--- src/rtl/qrss_pkg.sv ---
package qrss_pkg;

  // Widths of the result fields.
  localparam int RAT_NUM_W  = 13;
  localparam int RAT_DEN_W  = 12;
  localparam int SURD_K_W   = 12;
  localparam int SURD_R_W   = 23;
  localparam int SURD_DEN_W = 12;

  localparam int OUT_TDATA_W = 72;
  localparam int OUT_TUSER_W = 3;

  // Bit positions of the flags in tuser.
  localparam int FLAG_INVALID = 0;
  localparam int FLAG_NO_ROOT = 1;
  localparam int FLAG_RAT     = 2;

  typedef enum logic [12:0] {
    S_IDLE = 13'b0000000000001,
    S_MUL  = 13'b0000000000010,
    S_DISC = 13'b0000000000100,
    S_SQRT = 13'b0000000001000,
    S_SQ   = 13'b0000000010000,
    S_CMP  = 13'b0000000100000,
    S_FDIV = 13'b0000001000000,
    S_LOAD = 13'b0000010000000,
    S_GCD  = 13'b0000100000000,
    S_QN   = 13'b0001000000000,
    S_QD   = 13'b0010000000000,
    S_OUT  = 13'b0100000000000,
    S_SPARE = 13'b1000000000000
  } state_e;

endpackage

--- src/rtl/qrss_div.sv ---
module qrss_div #(
  parameter int WIDTH = 23
) (
  input  logic             clk_i,
  input  logic             rst_ni,
  input  logic             start_i,
  input  logic [WIDTH-1:0] dividend_i,
  input  logic [WIDTH-1:0] divisor_i,
  output logic             done_o,
  output logic [WIDTH-1:0] quot_o,
  output logic [WIDTH-1:0] rem_o
);

  localparam int CntW = $clog2(WIDTH + 1);

  logic             busy_q, done_q;
  logic [CntW-1:0]  cnt_q;
  logic [WIDTH-1:0] rem_q, quo_q, dsr_q;
  logic [WIDTH:0]   shifted, diff;
  logic             fits;
  logic [WIDTH-1:0] rem_d;

  // Restoring division, one quotient bit per cycle.
  assign shifted = {rem_q, quo_q[WIDTH-1]};
  assign diff    = shifted - {1'b0, dsr_q};
  assign fits    = shifted >= {1'b0, dsr_q};
  assign rem_d   = fits ? diff[WIDTH-1:0] : shifted[WIDTH-1:0];

  always_ff @(posedge clk_i or negedge rst_ni) begin
    if (!rst_ni) begin
      busy_q <= 1'b0;
      done_q <= 1'b0;
      cnt_q  <= '0;
    end else begin
      done_q <= 1'b0;
      if (start_i) begin
        busy_q <= 1'b1;
        cnt_q  <= CntW'(WIDTH);
        quo_q  <= dividend_i;
        rem_q  <= '0;
        dsr_q  <= divisor_i;
      end else if (busy_q) begin
        rem_q <= rem_d;
        quo_q <= {quo_q[WIDTH-2:0], fits};
        cnt_q <= cnt_q - CntW'(1);
        if (cnt_q == CntW'(1)) begin
          busy_q <= 1'b0;
          done_q <= 1'b1;
        end
      end
    end
  end

  assign done_o = done_q;
  assign quot_o = quo_q;
  assign rem_o  = rem_q;

`ifndef ASSERT_OFF
  a_no_restart: assert property (@(posedge clk_i) disable iff (!rst_ni)
    start_i |-> !busy_q)
    else $error("divider started while busy");
`endif

endmodule

--- src/rtl/quadratic_root_surd_simplifier.sv ---
// Exact larger root of a*x^2 + b*x + c = 0 in reduced surd form.
// The input channel (s_axis) carries one transfer per quadratic: the three
// signed coefficients a, b and c. The output channel (m_axis) carries one
// transfer per input: the flags invalid, no_real_root and is_rational in
// tuser, and the reduced rational part, the surd multiplier, the square-free
// radicand and the surd denominator in tdata.
// The block works on one quadratic at a time. A zero a and a negative
// discriminant finish early. Otherwise the integer square root takes one
// result bit per cycle, and each trial division, gcd step and quotient goes
// through one shared restoring divider of 2*COEF_WIDTH+1 bits. Trial division
// for square factors dominates: at least one division per candidate up to the
// square root of the discriminant, while a perfect square skips it.
// After the result is formed it waits in the output register; a new input
// transfer is taken as soon as the sequencer is idle, even while the
// receiver stalls. A stalled result holds until it is taken.
// Reset clears the sequencer and the output valid; no result is pending.
module quadratic_root_surd_simplifier #(
  parameter int COEF_WIDTH = 11,
  localparam int InTdataW = ((3 * COEF_WIDTH + 7) / 8) * 8
) (
  input  logic                             clk_i,
  input  logic                             rst_ni,
  input  logic                             s_axis_tvalid_i,
  output logic                             s_axis_tready_o,
  // coef_a, coef_b, coef_c from the lowest bit up, zero padded
  input  logic [InTdataW-1:0]              s_axis_tdata_i,
  output logic                             m_axis_tvalid_o,
  input  logic                             m_axis_tready_i,
  // rat_num, rat_den, surd_coef, surd_radicand, surd_den from the lowest bit up
  output logic [qrss_pkg::OUT_TDATA_W-1:0] m_axis_tdata_o,
  // invalid, no_real_root, is_rational from the lowest bit up
  output logic [qrss_pkg::OUT_TUSER_W-1:0] m_axis_tuser_o
);

  import qrss_pkg::*;

  localparam int W    = COEF_WIDTH;
  localparam int DW   = 2 * W + 1;  // discriminant and divider width
  localparam int ACW  = 2 * W + 2;  // products
  localparam int EW   = 2 * W + 3;  // discriminant before the sign test
  localparam int IW   = W + 2;      // trial factor
  localparam int SQW  = 2 * IW;
  localparam int NW   = DW + 2;     // signed numerator
  localparam int TOPB = 2 * W;      // highest power of four for the root

  state_e state_q;

  logic signed [W-1:0] a_in, b_in, c_in;
  logic [W-1:0]        a_abs;
  logic                in_xfer;

  logic [W-1:0]          a_q;
  logic signed [W:0]     b_q, c_q;
  logic signed [ACW-1:0] bb_q, ac_q, bsq, acp;
  logic signed [EW-1:0]  disc;
  logic [DW-1:0]         d_q, v_q, r_q, bit_q, ud_q, k_q, mag_q, den_q, x_q, y_q, qn_q;
  logic [DW:0]           root_try;
  logic [IW-1:0]         i_q;
  logic [SQW-1:0]        sq_q;
  logic                  neg_q, stage_q, wait_q, rat_q, inval_q, noroot_q;
  logic signed [NW-1:0]  num_s, num_abs;
  logic [DW-1:0]         den2;

  logic [RAT_NUM_W-1:0]  rn_q;
  logic [RAT_DEN_W-1:0]  rd_q;
  logic [SURD_K_W-1:0]   sk_q;
  logic [SURD_R_W-1:0]   sr_q;
  logic [SURD_DEN_W-1:0] sd_q;

  logic                             out_valid_q;
  logic [OUT_TDATA_W-1:0]           out_data_q;
  logic [OUT_TUSER_W-1:0]           out_user_q;

  logic          div_start, div_done;
  logic [DW-1:0] div_dividend, div_divisor, div_quot, div_rem;

  assign a_in    = s_axis_tdata_i[W-1:0];
  assign b_in    = s_axis_tdata_i[2*W-1:W];
  assign c_in    = s_axis_tdata_i[3*W-1:2*W];
  assign a_abs   = a_in[W-1] ? (~a_in + W'(1)) : a_in;
  assign in_xfer = s_axis_tvalid_i && s_axis_tready_o;

  assign bsq  = b_q * b_q;
  assign acp  = $signed({1'b0, a_q}) * c_q;
  assign disc = EW'(bb_q) - (EW'(ac_q) <<< 2);
  assign root_try = {1'b0, r_q} + {1'b0, bit_q};
  assign den2 = DW'({a_q, 1'b0});

  // Numerator of the first fraction: the whole root, or -b for the surd case.
  assign num_s   = rat_q ? ($signed({2'b00, r_q}) - NW'(b_q)) : -NW'(b_q);
  assign num_abs = num_s[NW-1] ? -num_s : num_s;

  always_comb begin
    div_start    = 1'b0;
    div_dividend = x_q;
    div_divisor  = y_q;
    case (state_q)
      S_FDIV: begin
        div_start    = !wait_q;
        div_dividend = ud_q;
        div_divisor  = sq_q[DW-1:0];
      end
      S_GCD: begin
        div_start = !wait_q && (y_q != '0);
      end
      S_QN: begin
        div_start    = !wait_q;
        div_dividend = mag_q;
        div_divisor  = x_q;
      end
      S_QD: begin
        div_start    = !wait_q;
        div_dividend = den_q;
        div_divisor  = x_q;
      end
      default: begin
        div_start = 1'b0;
      end
    endcase
  end

  qrss_div #(
    .WIDTH(DW)
  ) u_div (
    .clk_i      (clk_i),
    .rst_ni     (rst_ni),
    .start_i    (div_start),
    .dividend_i (div_dividend),
    .divisor_i  (div_divisor),
    .done_o     (div_done),
    .quot_o     (div_quot),
    .rem_o      (div_rem)
  );

  always_ff @(posedge clk_i or negedge rst_ni) begin
    if (!rst_ni) begin
      state_q     <= S_IDLE;
      wait_q      <= 1'b0;
      stage_q     <= 1'b0;
      out_valid_q <= 1'b0;
    end else begin
      // The output state loads the register itself, so it is left out here.
      if (m_axis_tready_i && (state_q != S_OUT)) begin
        out_valid_q <= 1'b0;
      end
      case (state_q)
        S_IDLE: begin
          if (in_xfer) begin
            inval_q  <= 1'b0;
            noroot_q <= 1'b0;
            rat_q    <= 1'b0;
            stage_q  <= 1'b0;
            rn_q     <= '0;
            rd_q     <= '0;
            sk_q     <= '0;
            sr_q     <= '0;
            sd_q     <= '0;
            a_q      <= a_abs;
            b_q      <= a_in[W-1] ? -(W+1)'(b_in) : (W+1)'(b_in);
            c_q      <= a_in[W-1] ? -(W+1)'(c_in) : (W+1)'(c_in);
            if (a_in == '0) begin
              inval_q <= 1'b1;
              state_q <= S_OUT;
            end else begin
              state_q <= S_MUL;
            end
          end
        end
        S_MUL: begin
          bb_q    <= bsq;
          ac_q    <= acp;
          state_q <= S_DISC;
        end
        S_DISC: begin
          if (disc < 0) begin
            noroot_q <= 1'b1;
            state_q  <= S_OUT;
          end else begin
            d_q     <= disc[DW-1:0];
            v_q     <= disc[DW-1:0];
            r_q     <= '0;
            bit_q   <= DW'(1) << TOPB;
            state_q <= S_SQRT;
          end
        end
        S_SQRT: begin
          if (bit_q == '0) begin
            if (v_q == '0) begin
              rat_q   <= 1'b1;
              state_q <= S_LOAD;
            end else begin
              i_q     <= IW'(2);
              k_q     <= DW'(1);
              ud_q    <= d_q;
              state_q <= S_SQ;
            end
          end else begin
            if ({1'b0, v_q} >= root_try) begin
              v_q <= v_q - root_try[DW-1:0];
              r_q <= (r_q >> 1) + bit_q;
            end else begin
              r_q <= r_q >> 1;
            end
            bit_q <= bit_q >> 2;
          end
        end
        S_SQ: begin
          sq_q    <= i_q * i_q;
          state_q <= S_CMP;
        end
        S_CMP: begin
          if (sq_q > SQW'(ud_q)) begin
            sr_q    <= SURD_R_W'(ud_q);
            state_q <= S_LOAD;
          end else begin
            state_q <= S_FDIV;
          end
        end
        S_FDIV: begin
          if (!wait_q) begin
            wait_q <= 1'b1;
          end else if (div_done) begin
            wait_q <= 1'b0;
            if (div_rem == '0) begin
              ud_q <= div_quot;
              k_q  <= DW'(k_q * i_q);
            end else begin
              i_q     <= i_q + IW'(1);
              state_q <= S_SQ;
            end
          end
        end
        S_LOAD: begin
          den_q <= den2;
          y_q   <= den2;
          if (!stage_q) begin
            if (num_s == '0) begin
              rn_q <= '0;
              rd_q <= RAT_DEN_W'(1);
              if (rat_q) begin
                state_q <= S_OUT;
              end else begin
                stage_q <= 1'b1;
              end
            end else begin
              neg_q   <= num_s[NW-1];
              mag_q   <= DW'(num_abs);
              x_q     <= DW'(num_abs);
              state_q <= S_GCD;
            end
          end else begin
            neg_q   <= 1'b0;
            mag_q   <= k_q;
            x_q     <= k_q;
            state_q <= S_GCD;
          end
        end
        S_GCD: begin
          if (y_q == '0) begin
            state_q <= S_QN;
          end else if (!wait_q) begin
            wait_q <= 1'b1;
          end else if (div_done) begin
            wait_q <= 1'b0;
            x_q    <= y_q;
            y_q    <= div_rem;
          end
        end
        S_QN: begin
          if (!wait_q) begin
            wait_q <= 1'b1;
          end else if (div_done) begin
            wait_q  <= 1'b0;
            qn_q    <= div_quot;
            state_q <= S_QD;
          end
        end
        S_QD: begin
          if (!wait_q) begin
            wait_q <= 1'b1;
          end else if (div_done) begin
            wait_q <= 1'b0;
            if (!stage_q) begin
              rn_q <= neg_q ? -RAT_NUM_W'(qn_q) : RAT_NUM_W'(qn_q);
              rd_q <= RAT_DEN_W'(div_quot);
              if (rat_q) begin
                state_q <= S_OUT;
              end else begin
                stage_q <= 1'b1;
                state_q <= S_LOAD;
              end
            end else begin
              sk_q    <= SURD_K_W'(qn_q);
              sd_q    <= SURD_DEN_W'(div_quot);
              state_q <= S_OUT;
            end
          end
        end
        S_OUT: begin
          if (!out_valid_q || m_axis_tready_i) begin
            out_valid_q <= 1'b1;
            out_data_q  <= {sd_q, sr_q, sk_q, rd_q, rn_q};
            out_user_q  <= {rat_q, noroot_q, inval_q};
            state_q     <= S_IDLE;
          end
        end
        default: begin
          state_q <= S_IDLE;
        end
      endcase
    end
  end

  assign s_axis_tready_o = (state_q == S_IDLE);
  assign m_axis_tvalid_o = out_valid_q;
  assign m_axis_tdata_o  = out_data_q;
  assign m_axis_tuser_o  = out_user_q;

`ifndef ASSERT_OFF
  a_busy_after_accept: assert property (@(posedge clk_i) disable iff (!rst_ni)
    in_xfer |=> !s_axis_tready_o)
    else $error("input accepted again before the result was formed");
  a_invalid_zero: assert property (@(posedge clk_i) disable iff (!rst_ni)
    (m_axis_tvalid_o && m_axis_tuser_o[FLAG_INVALID]) |-> (m_axis_tdata_o == '0))
    else $error("invalid result carries nonzero fields");
  a_rational_no_surd: assert property (@(posedge clk_i) disable iff (!rst_ni)
    (m_axis_tvalid_o && m_axis_tuser_o[FLAG_RAT]) |-> (m_axis_tdata_o[71:25] == '0))
    else $error("rational result carries surd fields");
  a_flags_exclusive: assert property (@(posedge clk_i) disable iff (!rst_ni)
    m_axis_tvalid_o |-> $onehot0(m_axis_tuser_o))
    else $error("more than one result flag set");
`endif

endmodule
--- config.mk ---
export PLATFORM = sky130hd
export DESIGN_NAME = quadratic_root_surd_simplifier
export DESIGN_NICKNAME = d
export VERILOG_FILES = /design/src/rtl/qrss_pkg.sv /design/src/rtl/qrss_div.sv /design/src/rtl/quadratic_root_surd_simplifier.sv
export SDC_FILE = /design/constraint.sdc
export NUM_CORES = 2
export LEC_CHECK = 0
export ABC_CLOCK_PERIOD_IN_PS = 8000
export BUFFER_PORTS_ARGS = -buffer_cell sky130_fd_sc_hd__buf_2
export CORE_MARGIN = 3
export CORE_UTILIZATION = 40
export DETAILED_ROUTE_END_ITERATION = 10
export RECOVER_POWER = 25
export SETUP_SLACK_MARGIN = 0.02
export SYNTH_ARGS = -nofsm -noshare
export SYNTH_HDL_FRONTEND = slang
export SYNTH_HIERARCHICAL = 1
export SYNTH_SLANG_ARGS = --single-unit
--- constraint.sdc ---
create_clock -name clk_i -period 8 [get_ports clk_i]
set_input_delay 1.2 -clock clk_i [delete_from_list [all_inputs] [get_ports clk_i]]
set_output_delay 1.2 -clock clk_i [all_outputs]
set_load 0.05 [all_outputs]
# [After elaboration in Yosys (flattened, before gate mapping)]
# Cells that the tools add are included.
[word_totals] register_bits=595 latchBits=0 ram_bits=0 rom_bits=0 output_inout_bits=77 wordCells=284 mem_count=0
[op_classes] add_sub_neg=14 multipliers=4 n_div=0 order_cmp=4 eq_ne=43 n_shift=0 mux=128 bitwise_logic=2 reduce_logical=49
[ops] op="23-bit two-way mux" n=33
[ops] op="23-bit one-hot mux with 2 select lines" n=9
[ops] op="13-bit two-way mux" n=27
[ops] op="12-bit two-way mux" n=17
[ops] op="13-bit one-hot mux with 12 select lines" n=1
[ops] op="23-bit logical NOT" n=4
[ops] op="23-bit one-hot mux with 3 select lines" n=1
[ops] op="12-bit one-hot mux with 2 select lines" n=2
[ops] op="23-bit subtractor" n=2
[ops] op="2-bit != test (second input constant)" n=22
[ops] op="13-bit one-hot mux with 3 select lines" n=1
[ops] op="12-bit one-hot mux with 3 select lines" n=1
[ops] op="26-bit by 23-bit > comparator with 1-bit output" n=1
[ops] op="13-bit by 13-bit multiplier with 26-bit output" n=1
[ops] op="13-bit one-hot mux with 2 select lines" n=1
[ops] op="25-bit logical NOT" n=1
[ops] op="25-bit by 1-bit less-than comparator with 1-bit output (second input constant)" n=1
[ops] op="25-bit two-way mux" n=1
[ops] op="12-bit negation with 25-bit output" n=1
[ops] op="24-bit by 12-bit subtractor with 25-bit output" n=1
[ops] op="24-bit by 25-bit subtractor with 25-bit output" n=1
[ops] op="23-bit by 23-bit adder with 24-bit output" n=1
[ops] op="23-bit by 24-bit >= comparator with 1-bit output" n=1
[ops] op="24-bit by 23-bit >= comparator with 1-bit output" n=1
[ops] op="other kinds (52)" n=112

# [Logic depth before layout (Yosys ltp)]
[depth] word_depth=7 depth_mapped=25 depth_no_buf=23

# [By module]
# The synthesis kept the hierarchy.
[modules_own_cells] module="quadratic_root_surd_simplifier" instances=1 cells_per_inst=4772 area_per_inst_um2=46669.8 seq_area_each_um2=15060.7
[modules_own_cells] module="qrss_div" instances=1 cells_per_inst=421 area_per_inst_um2=4737.0 seq_area_each_um2=2247.2

# [Worst setup path before layout]
# No wires, ideal clock.
[synth_timing] kind="flip-flop to flip-flop" startpoint="reg i_q[6]" endpoint="reg sq_q[25] (data pin)" setup_ns=0.262 arrival_ns=5.763 path_slack_ns=1.974 path_stages_with_launch=23 path_buffers=2 cell_sequence="edfxtp_1 > clkbuf_1 > clkbuf_1 > nand2_1 > fa_1 > fa_1 > inv_1 > fa_1 > fa_1 > inv_1 > fa_1 > inv_1 > ha_1 > nor3_1 > nor2_1 > a31oi_1 > o211ai_1 > a31o_2 > a41o_1 > o41a_1 > a21o_1 > a21oi_1 > xor2_1"
[synth_between] elab_chain_cells=1
[synth_lines] element="from (decl)" line_no="quadratic_root_surd_simplifier.sv:58" rtl="logic [IW-1:0] i_q;"
[synth_lines] element="from (signal assigned)" line_no="quadratic_root_surd_simplifier.sv:228" rtl="i_q <= i_q + IW'(1);"
[synth_lines] element="13-bit by 13-bit multiplier with 26-bit output" line_no="quadratic_root_surd_simplifier.sv:208" rtl="sq_q <= i_q * i_q;"
[synth_lines] element="to (signal assigned)" line_no="quadratic_root_surd_simplifier.sv:208"
[synth_lines] element="to (decl)" line_no="quadratic_root_surd_simplifier.sv:59" rtl="logic [SQW-1:0] sq_q;"
# Every way passes these cells.
# A chain may end at the register's enable or synchronous reset.

# [Final worst setup path]
[layout_timing] startpoint="reg b_q[0]" endpoint="reg bb_q[22] (data pin)"
[layout_between] elab_chain_cells=1
[layout_lines] element="from (decl)" line_no="quadratic_root_surd_simplifier.sv:53" rtl="logic signed [W:0] b_q, c_q;"
[layout_lines] element="from (signal assigned)" line_no="quadratic_root_surd_simplifier.sv:159" rtl="b_q <= a_in[W-1] ? -(W+1)'(b_in) : (W+1)'(b_in);"
[layout_lines] element="12-bit by 12-bit multiplier with 24-bit output" line_no="quadratic_root_surd_simplifier.sv:83" rtl="assign bsq = b_q * b_q;"
[layout_lines] element="named net bsq[22]" line_no="quadratic_root_surd_simplifier.sv:54" rtl="logic signed [ACW-1:0] bb_q, ac_q, bsq, acp;"
[layout_lines] element="to (signal assigned)" line_no="quadratic_root_surd_simplifier.sv:170" rtl="bb_q <= bsq;"
[layout_lines] element="to (decl)" line_no="quadratic_root_surd_simplifier.sv:54"
# The timed path passes the listed nets, and every way through them passes these cells.

==> out/qor.yml <==
floorplan:
  dieWidth_microns: 364
  ios: 121
  rows: 130
  die_area_sq_mm: 0.133
  dieHeight_microns: 364
  core_sq_mm: 0.127
  start_util_pct: 40.6
critical_path:
  cpLargestDelayFamily: "adder cells"
  crit_path_end_kind: "flop"
  rrSetupSlack_ns: 0.99
  cpPeakStageDelay_ns: 0.51
  critPathLaunchType: "flop"
  critPathMaxFanout: 10
  cp_num_buf_inv: 4
  crit_top_cell: "fa_1"
  r2r.worst_path.cells: 21
  cp_cell_sequence: "clkbuf_1 -> clkinv_1 -> nor2_1 -> fa_1 -> ha_1 -> fa_1 -> inv_1 -> fa_1 -> fa_1 -> inv_1 -> ha_1 -> a21oi_1 -> nand2b_1 -> a21boi_0 -> or4_1 -> o311ai_0 -> o21ai_0 -> o41ai_1 -> o21ai_0 -> o41ai_1 -> xnor2_1"
  critPathArrivalTime_ns: 7.41
  worstReg2RegEnd: "bb_q[22]"
  regToRegStartpoint: "b_q[0]"
  worst_path_max_delay_cell: "fa_1"
  worstPathRequired_ns: 8.40
  critPathKind: "reg -> reg"
clock_tree:
  cts_hold_buf: 0
  cts_resized: 0
  htree_levels: 3
  cts_buffer_depth: 3
  cts_root_buf: "clkbuf_16"
  clk_pin_slew_worst_paths_ns: 0.06
  cts_buffers: 71
  clock_sinks: 580
  cts_tree: "done"
  post-cts-setup-buffers: 0
  clkLatencyLatePin_ns: 0.67
place:
  gp_congestion: 0.923
  placed_cell_area_sq_mm: 0.0537
  port_buffers: 113
  dp.final_hpwl_microns: 103000
power_and_ir_drop:
  p_leak_nw: 24.7
  ir_drop_uv: 599
  p_total_mw: 23.1
  power_density_mw_per_mm2: 413
sta:
  fmax_ghz: 0.143
  timing_hold_violations_final: 0
  setup_viol: 0
  min_period_over_period_pct: 87.6
  period_minus_slack_ns: 7.01
  tightest_slew_ns: 3.09
  fin_setup_tns_ns: 0
  rsz0062_at_grt: "false"
  relSlewSlack_pct: -106
  clock_skew_ns: 0.0445
  fin_hold_ws_ns: 0.416
  slew_viol_final: 307
layout:
  nFillCells: 12100
  final_cell_mix: "inv_1, nand2_1, edfxtp_1"
  nNetsFinal: 6133
  drive_above_1_share_pct: 6.70
  multi_input_area_sq_mm: 0.0303
  final_common_cell: "inv_1"
  finalCoreUtilization_pct: 44.2
  seq_area_sq_mm: 0.0173
  area_growth_pct: 8.83
  final_cell_area_sq_mm: 0.0559
yosys:
  synth_edf_count: 558
  syn_inst: 5193
  ys_ff_latch: 580
  ys_seq_area_share_pct: 33.7
  ys_types: 100
  synth_area_sq_mm: 0.0514
  synth_flop_cell: "edfxtp_1"
  avgSynthCellArea_sq_um: 9.90
  synth-warning-count: 6
  synthArstFlopShare_pct: 3.79
  syn_nets: 6095
global_route:
  grt_max_degree: 78
  grt_pass1_vias: 37100
  overflow: 0
  antenna_found_initial: 1
  grt_pass1_wl_microns: 210000
  grt_util_all_layers_pct: 20.3
drt:
  drt_iter0_drc: 2977
  finalWirelength_microns: 133000
  via_count: 36800
  drcViolationCount: 0
  viasPerCell: 5.31
  wire_per_inst_microns: 19.2
  antenna_left: 0
  first_pass_iters: 5
min_path:
  min_to: "m_axis_tdata_o[15]"
  worstHoldPathCells: 0
  timing.hold.worst.start: "rd_q[2]"
  min_path_type: "reg -> reg"
status:
  status: "complete, but fails checks"
  violations: "max-capacitance violations, max-slew violations"
flow_run:
  maxCapViolCount: 7
==> flip-flops by register name (all words and copies together), names as in the netlist, 22 cells and up <==
signal	flops
d_q	22
sr_q	23
u_div/dsr_q	23
sq_q	25
m_axis_tdata_o	72
y_q	23
r_q	23
k_q	23
ud_q	23
x_q	23
ac_q	23
u_div/quot_o	23
u_div/rem_o	23
v_q	23
mag_q	23
bb_q	23
==> metal layers <==
metal	GRT usage, %	vias up	wire [microns]
li1	-	17300	-
met1	28.0	18200	59500
met2	32.4	1069	60100
met3	2.85	216	8210
met4	7.71	0	5340
met5	0	-	0
==> synth_stat cells, drive strengths merged, types with 11 or more instances <==
cell    count  area (sq um)
a31oi      35           234
or3        43           279
or2        17           106
nor3       70           350
a211oi     33           260
a21oi     161           810
fa        472          9450
clkbuf    176           661
o21ai     162           815
o21bai     29           221
edfxtp    558         16800
a21o       51           384
nand3      55           275
nand2     672          2520
mux2i      23           230
a21boi     12          90.1
and3       28           178
mux2       40           450
ha        386          4830
xor2       75           657
nand4      23           150
dfrtp      21           526
a31o       11          96.3
o211ai     17           128
or4        11          86.3
nor2      339          1280
buf        28           174
nor4       35           262
a22oi      54           405
inv       810          3040
and2      245          1530
nor3b      13          97.6
nor2b      40           258
xnor2     203          1780
nand2b     47           297
o31ai      32           240
o21a       29           218
==> area by class of cell <==
cell class | instances | area share [%]
repair buffers | 169 | 1.60
clock buffers | 79 | 3.27
multi-input cells | 3593 | 54.2
well taps | 1650 | 3.69
diodes | 2 | 0.00895
flip-flops and latches | 580 | 30.9
clock inverters | 50 | 0.857
inverters | 816 | 5.47
==> cells by family (layout without fill, tap and decap cells) <==
logic type,Yosys count,in the layout,share of synthesized area (%)
buffers and inverters,1020,1114,7.58
DFF,580,580,33.7
adders and majority gates,858,858,27.8
muxes,63,63,1.32
other,0,2,0
and+or+nand+nor,1674,1674,15.6
AOI/OAI and AO/OA,720,720,9.36
xor gates and xnor gates,278,278,4.74
==> where the power goes <==
| group | internal [mW] | switching, mW | leakage [nW] |
|---|---|---|---|
| logic | 6.58 | 8.68 | 18.3 |
| clock network | 1.81 | 1.40 | 1.13 |
| registers | 4.42 | 0.231 | 5.32 |
==> stage by stage <==
step | worst slack (ns) | instances
after floorplan | 1.97 | 5193
after global placement | 1.33 | 6808
after detailed placement | 1.28 | 6808
after CTS | 1.21 | 6937
after global routing | 0.538 | 6937
final | 0.994 | 6939
==> worst register-to-register path, cell delays in order, from the launching register on <==
cell and delay [ns]:
edfxtp_1 0.32, clkbuf_1 0.49, clkinv_1 0.47, nor2_1 0.31, fa_1 0.47, ha_1 0.30, fa_1 0.51, inv_1 0.05
fa_1 0.49, fa_1 0.49, inv_1 0.04, ha_1 0.30, a21oi_1 0.19, nand2b_1 0.13, a21boi_0 0.10, or4_1 0.40
o311ai_0 0.19, o21ai_0 0.31, o41ai_1 0.48, o21ai_0 0.24, o41ai_1 0.34, xnor2_1 0.11
==> worst max path at each step <==
stage               startpoint       end  slack [ns]  cells after the start
floorplan               i_q[6]  sq_q[25]        1.97                     22
detailed placement      b_q[5]  bb_q[22]        1.28                     23
global placement        b_q[5]  bb_q[22]        1.33                     23
finish                  b_q[0]  bb_q[22]        0.99                     21
global route            b_q[0]  bb_q[22]        0.54                     24
CTS                     b_q[5]  bb_q[22]        1.21                     23
Note: power is estimated with default switching activity, not from simulation.
